[src/hdl/lkx_pkg.sv]
`default_nettype none

package lkx_pkg;

  localparam int unsigned WordW        = 32;
  localparam int unsigned ModW         = 31;
  localparam int unsigned ByteW        = 8;
  localparam int unsigned CfgIdxW      = 8;
  localparam int unsigned DivBitsPerStep = 2;
  localparam int unsigned DivSteps     = WordW / DivBitsPerStep;
  localparam int unsigned DivCntW      = $clog2(DivSteps);

  localparam logic [WordW-1:0] SeedReset      = '0;
  localparam logic [WordW-1:0] MultiplierReset = WordW'(1);
  localparam logic [WordW-1:0] IncrementReset = '0;
  localparam logic [ModW-1:0]  ModulusReset   = '1;

  typedef enum logic [CfgIdxW-1:0] {
    REG_SEED       = CfgIdxW'(0),
    REG_MULTIPLIER = CfgIdxW'(1),
    REG_INCREMENT  = CfgIdxW'(2),
    REG_MODULUS    = CfgIdxW'(3)
  } cfg_reg_e;

  // controller -> datapath
  typedef struct packed {
    logic       accept;
    logic       load_seed;
    logic       load_next;
    logic [1:0] byte_sel;
    logic       mul;
    logic       add;
    logic       div_step;
    logic       fix;
  } cmd_t;

  // datapath -> controller
  typedef struct packed {
    logic mod_zero;
  } status_t;

endpackage

`default_nettype wire

[src/hdl/lkx_in_if.sv]
`default_nettype none

interface lkx_in_if
  import lkx_pkg::*;
();

  logic             valid;
  logic             ready;
  logic [ByteW-1:0] plain_byte;
  logic             last_byte;

  modport source (output valid, output plain_byte, output last_byte, input ready);
  modport sink   (input valid, input plain_byte, input last_byte, output ready);
endinterface

`default_nettype wire

[src/hdl/lkx_out_if.sv]
`default_nettype none

interface lkx_out_if
  import lkx_pkg::*;
();

  logic             valid;
  logic             ready;
  logic [ByteW-1:0] cipher_byte;
  logic             last_out;

  modport source (output valid, output cipher_byte, output last_out, input ready);
  modport sink   (input valid, input cipher_byte, input last_out, output ready);
endinterface

`default_nettype wire

[src/hdl/lkx_cfg_if.sv]
`default_nettype none

interface lkx_cfg_if
  import lkx_pkg::*;
();

  logic               valid;
  logic               ready;
  logic [CfgIdxW-1:0] index;
  logic [WordW-1:0]   data;

  modport source (output valid, output index, output data, input ready);
  modport sink   (input valid, input index, input data, output ready);
endinterface

`default_nettype wire

[src/hdl/lkx_datapath.sv]
`default_nettype none

module lkx_datapath
  import lkx_pkg::*;
(
  input  wire logic               clk_i,
  input  wire logic               rst_ni,
  input  wire logic               cfg_we_i,
  input  wire logic [CfgIdxW-1:0] cfg_index_i,
  input  wire logic [WordW-1:0]   cfg_data_i,
  input  wire logic [ByteW-1:0]   plain_byte_i,
  input  wire logic               last_byte_i,
  input  wire cmd_t               cmd_i,
  output status_t                 status_o,
  output logic [ByteW-1:0]        cipher_byte_o,
  output logic                    last_out_o
);

  logic [WordW-1:0] seed_q;
  logic [WordW-1:0] mult_q;
  logic [WordW-1:0] incr_q;
  logic [ModW-1:0]  mod_q;

  logic [WordW-1:0] key_q;
  logic [WordW-1:0] next_q;
  logic [WordW-1:0] prod_q;
  logic [WordW-1:0] dividend_q;
  logic [ModW-1:0]  rem_q;
  logic             neg_q;
  logic [ByteW-1:0] cipher_q;
  logic             last_q;

  logic [WordW-1:0] sum;
  logic [WordW-1:0] sum_abs;
  logic [ByteW-1:0] key_byte;
  logic [ModW-1:0]  rem_d;
  logic [WordW-1:0] dividend_d;
  logic [WordW-1:0] rem_fixed;

  always_ff @(posedge clk_i or negedge rst_ni) begin
    if (!rst_ni) begin
      seed_q <= SeedReset;
      mult_q <= MultiplierReset;
      incr_q <= IncrementReset;
      mod_q  <= ModulusReset;
    end else if (cfg_we_i) begin
      case (cfg_reg_e'(cfg_index_i))
        REG_SEED:       seed_q <= cfg_data_i;
        REG_MULTIPLIER: mult_q <= cfg_data_i;
        REG_INCREMENT:  incr_q <= cfg_data_i;
        REG_MODULUS:    mod_q  <= cfg_data_i[ModW-1:0];
        default: ;
      endcase
    end
  end

  assign status_o.mod_zero = (mod_q == '0);

  always_comb begin
    if (cmd_i.load_seed) begin
      key_byte = seed_q[ByteW-1:0];
    end else begin
      key_byte = key_q[ByteW*cmd_i.byte_sel +: ByteW];
    end
  end

  assign sum     = prod_q + incr_q;
  assign sum_abs = sum[WordW-1] ? (~sum + WordW'(1)) : sum;

  // restoring remainder, two dividend bits per step
  always_comb begin
    logic [ModW:0]    trial;
    logic [ModW-1:0]  r;
    logic [WordW-1:0] d;
    r = rem_q;
    d = dividend_q;
    for (int i = 0; i < DivBitsPerStep; i++) begin
      trial = {r, d[WordW-1]};
      d     = {d[WordW-2:0], 1'b0};
      if (trial >= {1'b0, mod_q}) begin
        trial = trial - {1'b0, mod_q};
      end
      r = trial[ModW-1:0];
    end
    rem_d      = r;
    dividend_d = d;
  end

  // remainder takes the sign of the dividend
  assign rem_fixed = neg_q ? (~{1'b0, rem_q} + WordW'(1)) : {1'b0, rem_q};

  always_ff @(posedge clk_i) begin
    if (cmd_i.accept) begin
      cipher_q <= plain_byte_i ^ key_byte;
      last_q   <= last_byte_i;
    end
    if (cmd_i.load_seed) begin
      key_q <= seed_q;
    end else if (cmd_i.load_next) begin
      key_q <= next_q;
    end
    if (cmd_i.mul) begin
      prod_q <= WordW'(mult_q * key_q);
    end
    if (cmd_i.add) begin
      next_q     <= sum;
      dividend_q <= sum_abs;
      neg_q      <= sum[WordW-1];
      rem_q      <= '0;
    end
    if (cmd_i.div_step) begin
      dividend_q <= dividend_d;
      rem_q      <= rem_d;
    end
    if (cmd_i.fix) begin
      next_q <= rem_fixed;
    end
  end

  assign cipher_byte_o = cipher_q;
  assign last_out_o    = last_q;

endmodule

`default_nettype wire

[src/hdl/lkx_ctrl.sv]
`default_nettype none

module lkx_ctrl
  import lkx_pkg::*;
(
  input  wire logic    clk_i,
  input  wire logic    rst_ni,
  input  wire logic    in_valid_i,
  input  wire logic    in_last_i,
  output logic         in_ready_o,
  input  wire logic    out_ready_i,
  output logic         out_valid_o,
  input  wire logic    cfg_we_i,
  input  wire status_t status_i,
  output cmd_t         cmd_o
);

  typedef enum logic [5:0] {
    GEN_IDLE = 6'b000001,
    GEN_MUL  = 6'b000010,
    GEN_ADD  = 6'b000100,
    GEN_DIV  = 6'b001000,
    GEN_FIX  = 6'b010000,
    GEN_DONE = 6'b100000
  } gen_state_e;

  localparam logic [DivCntW-1:0] DivLast = DivCntW'(DivSteps - 1);

  gen_state_e         state_q, state_d;
  logic [DivCntW-1:0] cnt_q, cnt_d;
  logic [1:0]         pos_q, pos_d;
  logic               fresh_q, fresh_d;
  logic               out_valid_q, out_valid_d;

  logic out_free;
  logic word_ok;
  logic accept;
  logic word_end;
  logic restart;

  assign out_free   = !out_valid_q || out_ready_i;
  assign word_end   = !fresh_q && (pos_q == 2'd3);
  assign word_ok    = !word_end || (state_q == GEN_DONE);
  assign in_ready_o = out_free && word_ok;
  assign accept     = in_valid_i && in_ready_o;
  // new key word or changed coefficients: generate the following word again
  assign restart    = cfg_we_i || (accept && (fresh_q || word_end));

  always_comb begin
    state_d = state_q;
    cnt_d   = cnt_q;
    case (state_q)
      GEN_MUL: state_d = GEN_ADD;
      GEN_ADD: begin
        cnt_d   = '0;
        state_d = status_i.mod_zero ? GEN_DONE : GEN_DIV;
      end
      GEN_DIV: begin
        cnt_d = cnt_q + DivCntW'(1);
        if (cnt_q == DivLast) begin
          state_d = GEN_FIX;
        end
      end
      GEN_FIX:  state_d = GEN_DONE;
      GEN_DONE: state_d = GEN_DONE;
      GEN_IDLE: state_d = GEN_IDLE;
      default:  state_d = GEN_IDLE;
    endcase
    if (restart) begin
      state_d = GEN_MUL;
    end
  end

  always_comb begin
    pos_d       = pos_q;
    fresh_d     = fresh_q;
    out_valid_d = out_valid_q;
    if (out_ready_i) begin
      out_valid_d = 1'b0;
    end
    if (accept) begin
      pos_d       = fresh_q ? 2'd1 : pos_q + 2'd1;
      fresh_d     = in_last_i;
      out_valid_d = 1'b1;
    end
  end

  always_ff @(posedge clk_i or negedge rst_ni) begin
    if (!rst_ni) begin
      state_q     <= GEN_IDLE;
      cnt_q       <= '0;
      pos_q       <= '0;
      fresh_q     <= 1'b1;
      out_valid_q <= 1'b0;
    end else begin
      state_q     <= state_d;
      cnt_q       <= cnt_d;
      pos_q       <= pos_d;
      fresh_q     <= fresh_d;
      out_valid_q <= out_valid_d;
    end
  end

  always_comb begin
    cmd_o.accept    = accept;
    cmd_o.load_seed = accept && fresh_q;
    cmd_o.load_next = accept && word_end;
    cmd_o.byte_sel  = fresh_q ? 2'd0 : pos_q;
    cmd_o.mul       = (state_q == GEN_MUL);
    cmd_o.add       = (state_q == GEN_ADD);
    cmd_o.div_step  = (state_q == GEN_DIV);
    cmd_o.fix       = (state_q == GEN_FIX);
  end

  assign out_valid_o = out_valid_q;

endmodule

`default_nettype wire

[src/hdl/lcg_keystream_xor_cipher_top.sv]
// LCG keystream XOR cipher.
// in_ch carries plain_byte and last_byte; out_ch returns cipher_byte (input
// XOR the current keystream byte, low byte of the word first) and last_out.
// cfg_ch writes seed (0), multiplier (1), increment (2) and modulus (3);
// other indices are ignored. cfg_ch is always ready; write only while idle.
// A result is shown in the cycle after its input transaction.
// While the receiver keeps up, one byte per cycle for the first three bytes
// of a key word. The fourth byte waits until the next word is ready: a
// multiply step, an add step, the remainder steps (two bits each) and a
// sign-fix step, all started as soon as the current word is loaded. With a
// zero modulus the remainder and sign-fix steps are skipped and bytes flow
// one per cycle while the receiver keeps up. A register write restarts the
// word generation. A byte after one flagged last starts again from the
// seed with no wait.
// Reset loads the register defaults and arms the next byte to use the seed.
// While the receiver stalls, the result is held and a new byte is taken
// only in the cycle where the held result leaves.
`default_nettype none

module lcg_keystream_xor_cipher_top
  import lkx_pkg::*;
(
  input  wire logic clk_i,
  input  wire logic rst_ni,
  lkx_in_if.sink    in_ch,
  lkx_out_if.source out_ch,
  lkx_cfg_if.sink   cfg_ch
);

  cmd_t    cmd;
  status_t status;
  logic    cfg_we;

  assign cfg_ch.ready = 1'b1;
  assign cfg_we       = cfg_ch.valid;

  lkx_ctrl u_ctrl (
    .clk_i       (clk_i),
    .rst_ni      (rst_ni),
    .in_valid_i  (in_ch.valid),
    .in_last_i   (in_ch.last_byte),
    .in_ready_o  (in_ch.ready),
    .out_ready_i (out_ch.ready),
    .out_valid_o (out_ch.valid),
    .cfg_we_i    (cfg_we),
    .status_i    (status),
    .cmd_o       (cmd)
  );

  lkx_datapath u_datapath (
    .clk_i         (clk_i),
    .rst_ni        (rst_ni),
    .cfg_we_i      (cfg_we),
    .cfg_index_i   (cfg_ch.index),
    .cfg_data_i    (cfg_ch.data),
    .plain_byte_i  (in_ch.plain_byte),
    .last_byte_i   (in_ch.last_byte),
    .cmd_i         (cmd),
    .status_o      (status),
    .cipher_byte_o (out_ch.cipher_byte),
    .last_out_o    (out_ch.last_out)
  );

`ifndef SYNTHESIS
  a_accept_gives_result: assert property (@(posedge clk_i) disable iff (!rst_ni)
    in_ch.valid && in_ch.ready |=> out_ch.valid)
    else $error("input transaction without result");

  a_ready_needs_slot: assert property (@(posedge clk_i) disable iff (!rst_ni)
    in_ch.ready |-> (!out_ch.valid || out_ch.ready))
    else $error("input ready while result slot is held");

  a_key_load_single: assert property (@(posedge clk_i) disable iff (!rst_ni)
    !(cmd.load_seed && cmd.load_next))
    else $error("key word loaded from seed and generator together");

  a_mul_then_add: assert property (@(posedge clk_i) disable iff (!rst_ni)
    cmd.mul && !cfg_ch.valid && !(in_ch.valid && in_ch.ready) |=> cmd.add)
    else $error("generator skipped the add step");
`endif

endmodule

`default_nettype wire
[src/flat_wrapper.sv]
// flat-port wrapper written by rule: the top's interface ports become plain ports
module lcg_keystream_xor_cipher_top_flat import lkx_pkg::*;
  (clk_i, rst_ni, in_ch_valid, in_ch_plain_byte, in_ch_last_byte, in_ch_ready, out_ch_valid, out_ch_cipher_byte, out_ch_last_out, out_ch_ready, cfg_ch_valid, cfg_ch_index, cfg_ch_data, cfg_ch_ready);
  lkx_in_if in_ch_i ();
  lkx_out_if out_ch_i ();
  lkx_cfg_if cfg_ch_i ();
  input  wire logic clk_i;
  input  wire logic rst_ni;
  input wire logic [$bits(in_ch_i.valid)-1:0] in_ch_valid;
  input wire logic [$bits(in_ch_i.plain_byte)-1:0] in_ch_plain_byte;
  input wire logic [$bits(in_ch_i.last_byte)-1:0] in_ch_last_byte;
  output wire logic [$bits(in_ch_i.ready)-1:0] in_ch_ready;
  output wire logic [$bits(out_ch_i.valid)-1:0] out_ch_valid;
  output wire logic [$bits(out_ch_i.cipher_byte)-1:0] out_ch_cipher_byte;
  output wire logic [$bits(out_ch_i.last_out)-1:0] out_ch_last_out;
  input wire logic [$bits(out_ch_i.ready)-1:0] out_ch_ready;
  input wire logic [$bits(cfg_ch_i.valid)-1:0] cfg_ch_valid;
  input wire logic [$bits(cfg_ch_i.index)-1:0] cfg_ch_index;
  input wire logic [$bits(cfg_ch_i.data)-1:0] cfg_ch_data;
  output wire logic [$bits(cfg_ch_i.ready)-1:0] cfg_ch_ready;
  assign in_ch_i.valid = in_ch_valid;
  assign in_ch_i.plain_byte = in_ch_plain_byte;
  assign in_ch_i.last_byte = in_ch_last_byte;
  assign in_ch_ready = in_ch_i.ready;
  assign out_ch_valid = out_ch_i.valid;
  assign out_ch_cipher_byte = out_ch_i.cipher_byte;
  assign out_ch_last_out = out_ch_i.last_out;
  assign out_ch_i.ready = out_ch_ready;
  assign cfg_ch_i.valid = cfg_ch_valid;
  assign cfg_ch_i.index = cfg_ch_index;
  assign cfg_ch_i.data = cfg_ch_data;
  assign cfg_ch_ready = cfg_ch_i.ready;
  lcg_keystream_xor_cipher_top u_core (.clk_i(clk_i), .rst_ni(rst_ni), .in_ch(in_ch_i), .out_ch(out_ch_i), .cfg_ch(cfg_ch_i));
endmodule
[config.mk]
export PLATFORM = sky130hd
export DESIGN_NAME = lcg_keystream_xor_cipher_top_flat
export DESIGN_NICKNAME = d
export VERILOG_FILES = /design/src/hdl/lkx_pkg.sv /design/src/hdl/lkx_in_if.sv /design/src/hdl/lkx_out_if.sv /design/src/hdl/lkx_cfg_if.sv /design/src/hdl/lkx_datapath.sv /design/src/hdl/lkx_ctrl.sv /design/src/hdl/lcg_keystream_xor_cipher_top.sv /design/src/flat_wrapper.sv
export SDC_FILE = /design/constraint.sdc
export NUM_CORES = 2
export LEC_CHECK = 0
export BUFFER_PORTS_ARGS = -buffer_cell sky130_fd_sc_hd__buf_2
export CAP_MARGIN = 30
export CORE_ASPECT_RATIO = 1.5
export CORE_MARGIN = 1
export CORE_UTILIZATION = 60
export CTS_CLUSTER_DIAMETER = 40
export DETAILED_ROUTE_END_ITERATION = 8
export PLACE_DENSITY = 0.87
export SYNTH_ARGS = -nofsm -noshare
export SYNTH_HDL_FRONTEND = slang
export SYNTH_SLANG_ARGS = --single-unit
export TNS_END_PERCENT = 30
[constraint.sdc]
create_clock -name clk_i -period 9.3 [get_ports clk_i]
set_input_delay 0.93 -clock clk_i [delete_from_list [all_inputs] [get_ports clk_i]]
set_output_delay 0.93 -clock clk_i [all_outputs]
set_load 0.03 [all_outputs]
==> flow_summary.ini <==
[sta]
fin_crit_sh_pct = 83.7
finalClockSkew_ns = 0.0254
fin_ws_ns = 1.52
rsz0062_at_grt = no
fmaxAchievable_mhz = 128
fin_crit_ns = 7.78
relSlewSlack_pct = 28.8
drv_slew = 0
hold_viol_final = 0
fin_tns_setup_ns = 0
setup_viol = 0
tightest_slew_ns = 1.07
finalHoldWorstSlack_ns = 0.437

[floorplanning]
rows = 107
dieArea_um2 = 58800
start_util_pct = 60.9
core_um2 = 57000
die_w_um = 198
die_y_um = 297
ios = 66

[placed_design]
dp_slack_ns = 1.50
io_buffers = 64
dp_hpwl_um = 78500
gp_congestion = 1.01

[synthesis]
synth_compound_area_share_pct = 9.01
synth_area_um2 = 34700
synthFlopType = edfxtp_1
synth_most_common_cell = nand2_1
syn_area_per_cell_um2 = 9.63
synth_top_family_by_area = adder cells
synth_top_area_share_pct = 23.7
synth_nets = 4289
ys_ff_latch = 310
synthMuxAreaShare_pct = 5.63
synth-simple-area-share_pct = 16.1
synthTopCellsByArea = fa_1 (24%), edfxtp_1 (14%), ha_1 (7.9%)
synth_xor_area_share_pct = 5.68
synth_common_cells = nand2_1 (479), inv_1 (459), fa_1 (411)
async_reset_ff_share_pct = 45.5
yosys_warnings = 0
synthAdderAreaFrac_pct = 31.6
syn_inst = 3604
synth_edf_count = 167
yosysTopAreaCell = fa_1
synthDistinctLibCells = 97
ys_seq_area_share_pct = 24.8

[drt]
vias = 27000
drc_errors = 0
vias_per_cell = 6.18
wl_um = 102000
firstDrtPassIters = 6
drt_iter0_markers = 1958
ant_nets = 0
wire_per_inst_um = 23.4

[global_routing]
antenna_found_initial = 4
grt_max_degree = 87
grtUsageTotal_pct = 36.2
grt_pass1_wl_um = 159000
grt.overflow.total = 0
grt_pass1_vias = 29000

[clock_network]
clk_path_buf_depth = 3
clock_sinks = 310
clkTransAtPathRegs_ns = 0.06
cts_hold_buf = 0
cts_made_buffers = 34
cts_tree = built
htree_levels = 2
cts_setup_buffers = 0
cts_root_buf = clkbuf_16
clk_latency_ns = 0.54
cts_resized = 0

[worst_setup_path]
critPathCaptureType = flip-flop
worstSetupStartpointType = flip-flop
cp_data_required_time_ns = 9.58
cp_max_fo = 24
path_class = reg -> reg
cp.arrival_ns = 8.06

[final_layout]
nNetsFinal = 4269
area_growth_pct = 5.97
drive_gt1_share_pct = 10.5

[outcome]
outcome = finished, final reports clean

[hold_path]
hold_path.class = in -> async

[pwr]
leakage_nw = 17.0
ir_drop_v = 0.000191
totalPowerFinal_mw = 6.84
cellPowerDensity_nw_per_um2 = 186

[run]
drv_cap = 0
[stage by stage]
stage               util [%]  cells  cell area (um^2)
floorplan                  -   3604             34700
global placement        62.4   4306             35600
detailed placement      62.5   4309             35600
CTS                     64.5   4370             36800
global route            64.5   4372             36800
finish                  64.5   4373             36800
[layout by cell type, fill, tap and decap left out, types with 14 or more instances in the layout]
cell and n:
nor4_1 16, nor2b_1 15, nand4_1 14, nor3_1 38, nand2_1 479, fa_1 411, and3_1 19, mux2i_1 39
mux2_2 138, nand2b_1 17, a21o_1 51, dfstp_2 34, ha_1 220, a31oi_1 22, o21a_1 14, and2_1 296
buf_2 63, xor2_1 79, o21bai_1 15, a211oi_1 17, inv_1 458, edfxtp_1 167, xnor2_1 146, o21ai_0 117
nor2_1 151, nand3_1 30, a21oi_1 152, buf_4 39, dfrtp_1 107, clkbuf_16 36
[where the power goes]
part / internal, mW / switching [mW] / total [mW]
Clock: 0.750 / 0.623 / 1.37
Combinational: 1.33 / 2.09 / 3.42
Sequential: 1.75 / 0.300 / 2.05
[area by class of cell]
type / instances / area [um^2]
Antenna cell: 1 / 2.50
Sequential cell: 310 / 8630
Clock buffer: 42 / 943
Clock inverter: 19 / 183
Tap cell: 763 / 955
Fill cell: 4417 / 20200
Timing Repair Buffer: 107 / 692
Inverter: 459 / 1720
Multi-Input combinational cell: 2672 / 23700
[per-layer routing]
layer  vias to the layer above  global-route usage (%)  part of all wire (%)
li1                      11700                       -                     -
met1                     13200                    36.4                    31
met2                      1481                    62.4                    50
met3                       631                    6.63                   7.5
met4                         2                    35.2                    11
met5                         -                       0                0.0098
[flip-flops by register name (all words and copies together) (netlist names)]
name                             cells
u_core.u_ctrl.cnt_q                  4
u_core.u_ctrl.fresh_q                1
u_core.u_ctrl.out_valid_o            1
u_core.u_ctrl.pos_q                  2
u_core.u_ctrl.state_q                6
u_core.u_datapath.cipher_byte_o      8
u_core.u_datapath.dividend_q        32
u_core.u_datapath.incr_q            32
u_core.u_datapath.key_q             32
u_core.u_datapath.last_out_o         1
u_core.u_datapath.mod_q             31
u_core.u_datapath.mult_q            32
u_core.u_datapath.neg_q              1
u_core.u_datapath.next_q            32
u_core.u_datapath.prod_q            32
u_core.u_datapath.rem_q             31
u_core.u_datapath.seed_q            32
[kinds of logic (layout without fill, tap and decap cells)]
kind of cell             count (synthesis)  in the layout
buffers and inverters                  622            627
AND/OR/NAND/NOR                       1141           1141
adder cells (fa/ha/maj)                631            631
AO/OA/AOI/OAI                          496            496
XOR/XNOR                               225            225
multiplexers                           178            178
flip-flops                             310            310
other                                    1              2
[final timing paths]
kind / cells past startpoint / start / to / slack (ns)
worst max-delay path: 24 / u_core.u_datapath.mult_q[9] / u_core.u_datapath.prod_q[31] / 1.52
worst min-delay path: 1 / rst_ni / u_core.u_datapath.incr_q[12] / 0.44
worst max register to register: 24 / u_core.u_datapath.mult_q[9] / u_core.u_datapath.prod_q[31] / 1.52
worst min register to register: 2 / u_core.u_datapath.dividend_q[1] / u_core.u_datapath.dividend_q[1] / 0.48
max in group asynchronous: 2 / rst_ni / u_core.u_datapath.mult_q[28] / 7.47
min in group clk_i: 2 / u_core.u_datapath.dividend_q[1] / u_core.u_datapath.dividend_q[1] / 0.48
[worst max-delay path, cell delays in order, from the launching register on]
cell and delay (ns):
dfrtp_1 1.03, nand2_1 0.20, fa_1 0.47, inv_1 0.08, fa_1 0.43, fa_1 0.52, inv_1 0.05, fa_1 0.49
inv_1 0.06, fa_1 0.50, inv_1 0.05, fa_1 0.53, inv_1 0.05, fa_1 0.52, fa_1 0.43, ha_1 0.39
a21o_1 0.22, a21o_1 0.18, a21oi_1 0.27, o21ai_0 0.15, a21oi_1 0.34, o211a_1 0.24, o21bai_1 0.07, a21oi_1 0.17
xnor2_1 0.08
Note: power is estimated with default switching activity, not from simulation.
